--- src/sv/itrs_pkg.sv ---
package itrs_pkg;

   // ASCII characters used in the text.
   localparam logic [7:0] CH_NUL   = 8'h00;
   localparam logic [7:0] CH_MINUS = 8'h2D;
   localparam logic [7:0] CH_ZERO  = 8'h30;
   localparam logic [7:0] CH_QUEST = 8'h3F;

   // Accepted range of the base.
   localparam logic [4:0] RADIX_MIN = 5'd2;
   localparam logic [4:0] RADIX_MAX = 5'd16;

   // Longest text before the terminator.
   localparam logic [5:0] TEXT_LIMIT = 6'd63;

   // Quotient bits resolved per cycle by the divider.
   localparam int STEP_BITS = 8;

   // Classification of one item, passed from the front to the back.
   typedef struct packed {
      logic       bad;
      logic       neg;
      logic [5:0] width;
      logic [4:0] radix;
   } cls_type;

   // Back end sequencer states.
   typedef enum logic [2:0] {
      ST_IDLE,
      ST_DIV,
      ST_SETUP,
      ST_EMIT,
      ST_ERR_Q,
      ST_ERR_END
   } back_state_type;

   // Uppercase ASCII for one digit.
   function automatic logic [7:0] digit_char(input logic [3:0] d);
      digit_char = (d < 4'd10) ? (8'h30 + 8'(d)) : (8'h37 + 8'(d));
   endfunction

endpackage

--- src/sv/itrs_front.sv ---
module itrs_front import itrs_pkg::*; #(
   parameter int VALUE_BITS = 32,
   parameter int MAX_WIDTH  = 63
) (
   input  logic                  clock,
   input  logic                  reset,
   input  logic                  req_valid,
   output logic                  req_ready,
   input  logic [VALUE_BITS-1:0] req_value,
   input  logic                  req_is_signed,
   input  logic [4:0]            req_radix,
   input  logic [5:0]            req_min_width,
   output logic                  q_valid,
   output cls_type               q_cls,
   output logic [VALUE_BITS-1:0] q_mag,
   input  logic                  q_pop
);

   localparam logic [5:0] WIDTH_CAP = 6'(MAX_WIDTH);

   cls_type               cls;
   logic [VALUE_BITS-1:0] mag;
   logic                  push;

   cls_type               ent_cls_ff [2];
   logic [VALUE_BITS-1:0] ent_mag_ff [2];
   logic                  wr_ptr_ff, wr_ptr_in;
   logic                  rd_ptr_ff, rd_ptr_in;
   logic [1:0]            fill_ff, fill_in;

   // Classify the incoming item: base check, sign, magnitude, width limits.
   always_comb begin
      cls.bad   = (req_radix < RADIX_MIN) || (req_radix > RADIX_MAX);
      cls.neg   = req_is_signed & req_value[VALUE_BITS-1];
      cls.radix = req_radix;
      if (req_min_width == 6'd0) begin
         cls.width = 6'd1;
      end else if (req_min_width > WIDTH_CAP) begin
         cls.width = WIDTH_CAP;
      end else begin
         cls.width = req_min_width;
      end
      mag = cls.neg ? ((~req_value) + {{(VALUE_BITS-1){1'b0}}, 1'b1}) : req_value;
   end

   // Two-entry queue between the front and the back.
   assign req_ready = (fill_ff != 2'd2);
   assign push      = req_valid & req_ready;
   assign q_valid   = (fill_ff != 2'd0);
   assign q_cls     = ent_cls_ff[rd_ptr_ff];
   assign q_mag     = ent_mag_ff[rd_ptr_ff];

   always_comb begin
      wr_ptr_in = push ? ~wr_ptr_ff : wr_ptr_ff;
      rd_ptr_in = q_pop ? ~rd_ptr_ff : rd_ptr_ff;
      fill_in   = fill_ff + {1'b0, push} - {1'b0, q_pop};
   end

   always_ff @(posedge clock) begin
      if (reset) begin
         wr_ptr_ff <= 1'b0;
         rd_ptr_ff <= 1'b0;
         fill_ff   <= 2'd0;
      end else begin
         wr_ptr_ff <= wr_ptr_in;
         rd_ptr_ff <= rd_ptr_in;
         fill_ff   <= fill_in;
      end
   end

   // Entry storage needs no reset.
   always_ff @(posedge clock) begin
      if (push) begin
         ent_cls_ff[wr_ptr_ff] <= cls;
         ent_mag_ff[wr_ptr_ff] <= mag;
      end
   end

endmodule

--- src/sv/itrs_back.sv ---
module itrs_back import itrs_pkg::*; #(
   parameter int VALUE_BITS = 32
) (
   input  logic                  clock,
   input  logic                  reset,
   input  logic                  q_valid,
   input  cls_type               q_cls,
   input  logic [VALUE_BITS-1:0] q_mag,
   output logic                  q_pop,
   output logic                  rsp_valid,
   input  logic                  rsp_ready,
   output logic [7:0]            rsp_ch,
   output logic                  rsp_last,
   output logic                  rsp_bad_radix
);

   localparam int DIV_CYCLES = (VALUE_BITS + STEP_BITS - 1) / STEP_BITS;
   localparam int WORK_BITS  = DIV_CYCLES * STEP_BITS;
   localparam int PHASE_W    = (DIV_CYCLES > 1) ? $clog2(DIV_CYCLES) : 1;
   localparam int CNT_W      = $clog2(VALUE_BITS + 1);
   localparam int IDX_W      = $clog2(VALUE_BITS);

   back_state_type          state_ff, state_in;
   cls_type                 cls_ff, cls_in;
   logic [WORK_BITS-1:0]    work_ff, work_in;
   logic [3:0]              rem_ff, rem_in;
   logic [PHASE_W-1:0]      phase_ff, phase_in;
   logic [CNT_W-1:0]        count_ff, count_in;
   logic [5:0]              pad_ff, pad_in;
   logic                    sign_ff, sign_in;
   logic [CNT_W-1:0]        left_ff, left_in;
   logic [IDX_W-1:0]        rd_idx_ff, rd_idx_in;
   logic [3:0]              rd_data_ff;
   logic [5:0]              n_ff, n_in;
   logic                    rsp_valid_ff, rsp_valid_in;
   logic [7:0]              rsp_ch_ff, rsp_ch_in;
   logic                    rsp_last_ff, rsp_last_in;
   logic                    rsp_bad_ff, rsp_bad_in;

   logic [3:0]              store_mem [VALUE_BITS];
   logic                    wr_en;

   logic [STEP_BITS-1:0]    q_bits;
   logic [3:0]              step_rem;
   logic [4:0]              trial;
   logic [WORK_BITS-1:0]    next_work;
   logic [6:0]              len7;
   logic [6:0]              width7;
   logic                    out_free;
   logic                    end_now;

   // Restoring division of the top byte of the work word by the base.
   always_comb begin
      step_rem = rem_ff;
      trial    = 5'd0;
      q_bits   = '0;
      for (int i = 0; i < STEP_BITS; i++) begin
         trial = {step_rem, work_ff[WORK_BITS-1-i]};
         if (trial >= cls_ff.radix) begin
            q_bits[STEP_BITS-1-i] = 1'b1;
            trial = trial - cls_ff.radix;
         end
         step_rem = trial[3:0];
      end
      next_work = (work_ff << STEP_BITS) | WORK_BITS'(q_bits);
   end

   assign len7     = 7'(count_ff) + 7'(cls_ff.neg);
   assign width7   = 7'(cls_ff.width);
   assign out_free = !rsp_valid_ff || rsp_ready;
   assign end_now  = (n_ff == TEXT_LIMIT) ||
                     (!sign_ff && (pad_ff == 6'd0) && (left_ff == '0));

   // Sequencer: take an item, divide digit by digit, emit text or error.
   always_comb begin
      state_in     = state_ff;
      cls_in       = cls_ff;
      work_in      = work_ff;
      rem_in       = rem_ff;
      phase_in     = phase_ff;
      count_in     = count_ff;
      pad_in       = pad_ff;
      sign_in      = sign_ff;
      left_in      = left_ff;
      rd_idx_in    = rd_idx_ff;
      n_in         = n_ff;
      rsp_valid_in = rsp_ready ? 1'b0 : rsp_valid_ff;
      rsp_ch_in    = rsp_ch_ff;
      rsp_last_in  = rsp_last_ff;
      rsp_bad_in   = rsp_bad_ff;
      q_pop        = 1'b0;
      wr_en        = 1'b0;

      case (state_ff)
         ST_IDLE: begin
            if (q_valid) begin
               q_pop    = 1'b1;
               cls_in   = q_cls;
               work_in  = WORK_BITS'(q_mag);
               rem_in   = 4'd0;
               phase_in = '0;
               count_in = '0;
               if (q_cls.bad) begin
                  state_in = ST_ERR_Q;
               end else if (q_mag == '0) begin
                  state_in = ST_SETUP;
               end else begin
                  state_in = ST_DIV;
               end
            end
         end
         ST_DIV: begin
            work_in = next_work;
            if (phase_ff == PHASE_W'(DIV_CYCLES - 1)) begin
               // One digit is complete: store it and restart the remainder.
               wr_en    = 1'b1;
               rem_in   = 4'd0;
               phase_in = '0;
               count_in = count_ff + 1'b1;
               if ((next_work == '0) || (count_in == CNT_W'(VALUE_BITS))) begin
                  state_in = ST_SETUP;
               end
            end else begin
               rem_in   = step_rem;
               phase_in = phase_ff + 1'b1;
            end
         end
         ST_SETUP: begin
            // Work out sign and zero fill; start reading the top digit.
            sign_in   = cls_ff.neg;
            pad_in    = (width7 > len7) ? 6'(width7 - len7) : 6'd0;
            left_in   = count_ff;
            rd_idx_in = IDX_W'(count_ff - 1'b1);
            n_in      = 6'd0;
            state_in  = ST_EMIT;
         end
         ST_EMIT: begin
            if (out_free) begin
               rsp_valid_in = 1'b1;
               rsp_bad_in   = 1'b0;
               rsp_last_in  = 1'b0;
               n_in         = n_ff + 1'b1;
               if (end_now) begin
                  rsp_ch_in   = CH_NUL;
                  rsp_last_in = 1'b1;
                  state_in    = ST_IDLE;
               end else if (sign_ff) begin
                  rsp_ch_in = CH_MINUS;
                  sign_in   = 1'b0;
               end else if (pad_ff != 6'd0) begin
                  rsp_ch_in = CH_ZERO;
                  pad_in    = pad_ff - 1'b1;
               end else begin
                  rsp_ch_in = digit_char(rd_data_ff);
                  left_in   = left_ff - 1'b1;
                  if (left_ff > CNT_W'(1)) begin
                     rd_idx_in = rd_idx_ff - 1'b1;
                  end
               end
            end
         end
         ST_ERR_Q: begin
            if (out_free) begin
               rsp_valid_in = 1'b1;
               rsp_ch_in    = CH_QUEST;
               rsp_last_in  = 1'b0;
               rsp_bad_in   = 1'b1;
               state_in     = ST_ERR_END;
            end
         end
         ST_ERR_END: begin
            if (out_free) begin
               rsp_valid_in = 1'b1;
               rsp_ch_in    = CH_NUL;
               rsp_last_in  = 1'b1;
               rsp_bad_in   = 1'b1;
               state_in     = ST_IDLE;
            end
         end
         default: begin
            state_in = ST_IDLE;
         end
      endcase
   end

   // Control registers.
   always_ff @(posedge clock) begin
      if (reset) begin
         state_ff     <= ST_IDLE;
         rsp_valid_ff <= 1'b0;
      end else begin
         state_ff     <= state_in;
         rsp_valid_ff <= rsp_valid_in;
      end
   end

   // Datapath registers.
   always_ff @(posedge clock) begin
      cls_ff      <= cls_in;
      work_ff     <= work_in;
      rem_ff      <= rem_in;
      phase_ff    <= phase_in;
      count_ff    <= count_in;
      pad_ff      <= pad_in;
      sign_ff     <= sign_in;
      left_ff     <= left_in;
      rd_idx_ff   <= rd_idx_in;
      n_ff        <= n_in;
      rsp_ch_ff   <= rsp_ch_in;
      rsp_last_ff <= rsp_last_in;
      rsp_bad_ff  <= rsp_bad_in;
   end

   // Digit memory, least significant digit first, registered read.
   always_ff @(posedge clock) begin
      if (wr_en) begin
         store_mem[count_ff[IDX_W-1:0]] <= step_rem;
      end
      rd_data_ff <= store_mem[rd_idx_in];
   end

   assign rsp_valid     = rsp_valid_ff;
   assign rsp_ch        = rsp_ch_ff;
   assign rsp_last      = rsp_last_ff;
   assign rsp_bad_radix = rsp_bad_ff;

endmodule

--- src/sv/integer_to_radix_string.sv ---
// Converts an integer to its ASCII text in a base from 2 to 16.
// The request channel (req_) takes a value, a signed flag, a base and a
// minimum width. The response channel (rsp_) returns one character per item,
// most significant digit first, with an optional leading minus and zero fill,
// then a NUL with rsp_last set. A bad base gives "?" and NUL, both flagged.
// A two-entry queue decouples the classifying front from the back end, so a
// new request is taken while the previous one is still being converted.
// Sequence: the back end picks up an item, divides it digit by digit in its
// byte-serial divider (skipped for a zero value), passes a setup state, then
// emits the characters one at a time, the NUL included, waiting while
// rsp_ready is low. The shared back end takes no new item until it has sent
// the NUL of the current one; meanwhile the queue holds up to two items.
// Reset is synchronous and active high; it empties the queue and the output
// register and returns the sequencer to idle.
// When the receiver holds rsp_ready low, the current character stays on the
// port and the back end waits; the queue keeps accepting until it is full.
module integer_to_radix_string import itrs_pkg::*; #(
   parameter int VALUE_BITS = 32,
   parameter int MAX_WIDTH  = 63
) (
   input  logic                  clock,
   input  logic                  reset,
   input  logic                  req_valid,
   output logic                  req_ready,
   input  logic [VALUE_BITS-1:0] req_value,
   input  logic                  req_is_signed,
   input  logic [4:0]            req_radix,
   input  logic [5:0]            req_min_width,
   output logic                  rsp_valid,
   input  logic                  rsp_ready,
   output logic [7:0]            rsp_ch,
   output logic                  rsp_last,
   output logic                  rsp_bad_radix
);

   logic                  q_valid;
   cls_type               q_cls;
   logic [VALUE_BITS-1:0] q_mag;
   logic                  q_pop;

   // Front: classify and queue.
   itrs_front #(
      .VALUE_BITS (VALUE_BITS),
      .MAX_WIDTH  (MAX_WIDTH)
   ) u_front (
      .clock         (clock),
      .reset         (reset),
      .req_valid     (req_valid),
      .req_ready     (req_ready),
      .req_value     (req_value),
      .req_is_signed (req_is_signed),
      .req_radix     (req_radix),
      .req_min_width (req_min_width),
      .q_valid       (q_valid),
      .q_cls         (q_cls),
      .q_mag         (q_mag),
      .q_pop         (q_pop)
   );

   // Back: divide and emit.
   itrs_back #(
      .VALUE_BITS (VALUE_BITS)
   ) u_back (
      .clock         (clock),
      .reset         (reset),
      .q_valid       (q_valid),
      .q_cls         (q_cls),
      .q_mag         (q_mag),
      .q_pop         (q_pop),
      .rsp_valid     (rsp_valid),
      .rsp_ready     (rsp_ready),
      .rsp_ch        (rsp_ch),
      .rsp_last      (rsp_last),
      .rsp_bad_radix (rsp_bad_radix)
   );

endmodule

--- config.mk ---
export PLATFORM = sky130hd
export DESIGN_NAME = integer_to_radix_string
export DESIGN_NICKNAME = d
export VERILOG_FILES = /design/src/sv/itrs_pkg.sv /design/src/sv/itrs_front.sv /design/src/sv/itrs_back.sv /design/src/sv/integer_to_radix_string.sv
export SDC_FILE = /design/constraint.sdc
export NUM_CORES = 1
export LEC_CHECK = 0
export ABC_CLOCK_PERIOD_IN_PS = 23600
export BUFFER_PORTS_ARGS = -buffer_cell sky130_fd_sc_hd__buf_4
export CORE_AREA = 2 2 182 184
export CTS_BUF_LIST = sky130_fd_sc_hd__clkbuf_4
export DETAILED_ROUTE_END_ITERATION = 12
export DIE_AREA = 0 0 184 186
export GPL_ROUTABILITY_DRIVEN = 0
export PLACE_DENSITY = 0.68
export SETUP_SLACK_MARGIN = 0.2
export SLEW_MARGIN = 5
export SYNTH_ARGS = -nofsm -noshare
export SYNTH_HDL_FRONTEND = slang
export SYNTH_SLANG_ARGS = --single-unit
--- constraint.sdc ---
create_clock -name clock -period 23.6 [get_ports clock]
set_input_delay 4.72 -clock clock [delete_from_list [all_inputs] [get_ports clock]]
set_output_delay 4.72 -clock clock [all_outputs]
set_load 0.02 [all_outputs]
==> out/results.ini <==
[finish]
syn2layout_area_growth_pct=11.6
layout-drive-gt1-share_pct=16.1
final_nets=1540

[cts]
cts.htree.levels=3
cts_tree=done
cts_resized=0
insertion_delay_ns=0.74
postCtsSetupRepairBufs=0
cts_buffers=79
clock_path_buffers=3
cts-root-buf=clkbuf_4
cts_sinks=320
path_clk_slew_ns=0.08
hold_buffers=0

[timing]
period_needed_ns=14.99
max_freq_ghz=0.0667
worstMarginPinSlew_ns=1.11
rsz0062_at_grt=no
period_share_pct=63.5
finalSetupTns_ns=0
slew_violations=0
skew_ns=0.0578
finalHoldViolCount=0
max_slew_margin_pct=26.2
setup_violations=0

[die]
die_h_um=186
die_area_um2=34200
initial_core_util_pct=49.4
coreArea_um2=32200
die_w_um=184
rows=66
ios=60

[drt]
wl_per_cell_um=17.7
first_pass_iters=5
drc=0
ant_nets=0
viasPerCell=5.63
first_iter_violations=597
wl_um=33500
num_vias=10700

[global_route]
grt_pass1_vias=10700
grt_util_all_layers_pct=20.0
grt_first_pass_wirelength_um=53600
grt_max_degree=74
antenna_found_initial=2
overflow=0

[logic_synthesis]
synthMuxAreaShare_pct=5.08
postSynthAreaPerCell_um2=12.0
synth_compound_area_share_pct=10.1
synth_edf_count=302
synthArstFlopShare_pct=0
synth_top_area_cell=edfxtp_1
yosysSeqAreaShare_pct=59.3
yosysWarnings=0
ys_seq_elements=320
synthTopCellsByArea=edfxtp_1 57%, ha_1 5.0%, mux2i_1 3.5%
syn_area_um2=15900
synth_cells=1329
synth_top_family_by_area=simple AND/OR/NAND/NOR gates
synth_cell_type_count=66
ys.flop_type=edfxtp_1
synth_simple_gate_area_share_pct=12.2
synth_xor_area_share_pct=4.18
synthesis.nets=1449
synth_top_area_share_pct=57.0
synthAdderAreaFrac_pct=6.09

[worst_setup_path]
crit_path_frequent_cell=o21ai_0
arrival_ns=15.63
path_max_fanout=10
startpoint_type=flop
critPathKind=flop to flop
crit_path_end_kind=flop
worstPathRequired_ns=24.24
r2r_start=u_back.cls_ff[1]
critPathLaunch=u_back.cls_ff[1]
cp_slowest_stage_delay_ns=0.86
slowest_stage=a211oi_1

[placed_design]
port_buffers=58
detailed_place_hpwl_um=22800

[min_path]
min_from=u_front.rd_ptr_ff
hp-class=flop to flop

[status]
status=completed

[run]
maxCapViolations=0

==> logic make-up after synthesis <==
group | count (synthesis)
other | 1
muxes | 78
DFF | 320
AOI/OAI and AO/OA | 257
buffers and inverters | 117
adders and majority gates | 72
and+or+nand+nor | 408
xor gates and xnor gates | 76
==> sequential cells by signal, summed over array words and instances, names as in the netlist, 2 cells and up, named ones only <==
name,flops
u_back.cls_ff,12
u_back.count_ff,6
u_back.left_ff,6
u_back.n_ff,6
u_back.pad_ff,6
u_back.phase_ff,2
u_back.rd_data_ff,4
u_back.rd_idx_ff,5
u_back.rem_ff,4
u_back.rsp_ch,7
u_back.state_ff,3
u_back.store_mem,128
u_back.work_ff,32
u_front.ent_cls_ff,26
u_front.ent_mag_ff,64
u_front.fill_ff,2
==> cell usage after synthesis, drive strengths merged, types with 4 or more instances <==
master and instances:
nor3 18, buf 16, mux2 22, nor2b 16, nand2 141, inv 58
a21o 17, o22ai 11, fa 9, a211oi 12, a311oi 4, or3 5
nand3 26, nand4 17, nand2b 12, dfxtp 18, and3 16, a21oi 80
nor2 97, xor2 39, ha 63, xnor2 37, edfxtp 302, nand3b 4
o21ai 71, or2 6, mux2i 56, a22o 19, clkbuf 41, nor4 35
and2 5, a31oi 13
==> path summary, 6_finish.rpt <==
path              depth (start not counted)                  to  slack (ns)
setup / recovery                         57  u_back.state_ff[2]        8.61
hold / removal                            2   u_front.rd_ptr_ff        0.52
setup reg to reg                         57  u_back.state_ff[2]        8.61
hold reg to reg                           2   u_front.rd_ptr_ff        0.52
==> stage by stage <==
step / util, % / worst slack [ns] / hold WS [ns] / cell area [um2] / cells
final: 55.1 / 8.61 / 0.518 / 17800 / 1891
after global routing: 55.1 / 6.90 / 0.547 / 17800 / 1891
after CTS: 55.1 / 8.30 / 0.520 / 17700 / 1887
after detailed placement: 51.8 / 8.45 / 0.500 / 16700 / 1747
after global placement: 51.8 / 9.07 / 0.497 / 16700 / 1747
after floorplan: - / 10.0 / 0.481 / 15900 / 1329
==> metal layers <==
metal / part of all wire [%] / track usage, %
met4: 3.0 / 9.02
met1: 42 / 24.3
met3: 5.9 / 4.38
met5: 0 / 0
met2: 49 / 34.3
==> cell type report <==
type / instances / area, um2
Antenna cell: 4 / 10.0
Clock buffer: 122 / 916
Clock inverter: 18 / 126
Fill cell: 2775 / 14500
Inverter: 60 / 230
Multi-Input combinational cell: 892 / 6030
Sequential cell: 320 / 9430
Tap cell: 408 / 510
Timing Repair Buffer: 67 / 503
==> worst max-delay path: cells and delay by family, from the launching register on <==
kind | cells | cell delay, ns
buf+inv | 6 | 0.77
simple gates | 12 | 2.02
flops | 1 | 0.64
fa+ha+maj | 8 | 2.55
compound gates | 29 | 8.11
mux | 2 | 0.78
==> placed cells by master (no fill, tap or decap), types with 12 or more instances in the layout <==
| cell type | instances |
|---|---|
| mux2i_1 | 56 |
| and3_1 | 15 |
| o21ai_0 | 67 |
| nand3_1 | 26 |
| a22o_1 | 19 |
| nand4_1 | 17 |
| dfxtp_1 | 17 |
| a21o_1 | 17 |
| inv_1 | 57 |
| clkbuf_4 | 122 |
| a31oi_1 | 13 |
| xor2_1 | 39 |
| nor3_1 | 17 |
| mux2_2 | 22 |
| nor2b_1 | 16 |
| nor2_1 | 96 |
| nor4_1 | 33 |
| clkinv_1 | 14 |
| nand2_1 | 141 |
| xnor2_1 | 37 |
| a21oi_1 | 78 |
| ha_1 | 63 |
| a211oi_1 | 12 |
| buf_4 | 67 |
| edfxtp_1 | 302 |
Power is left out: the tool's default activity adds up to more than one toggle a clock period on the data nets, which glitch-free logic cannot reach.
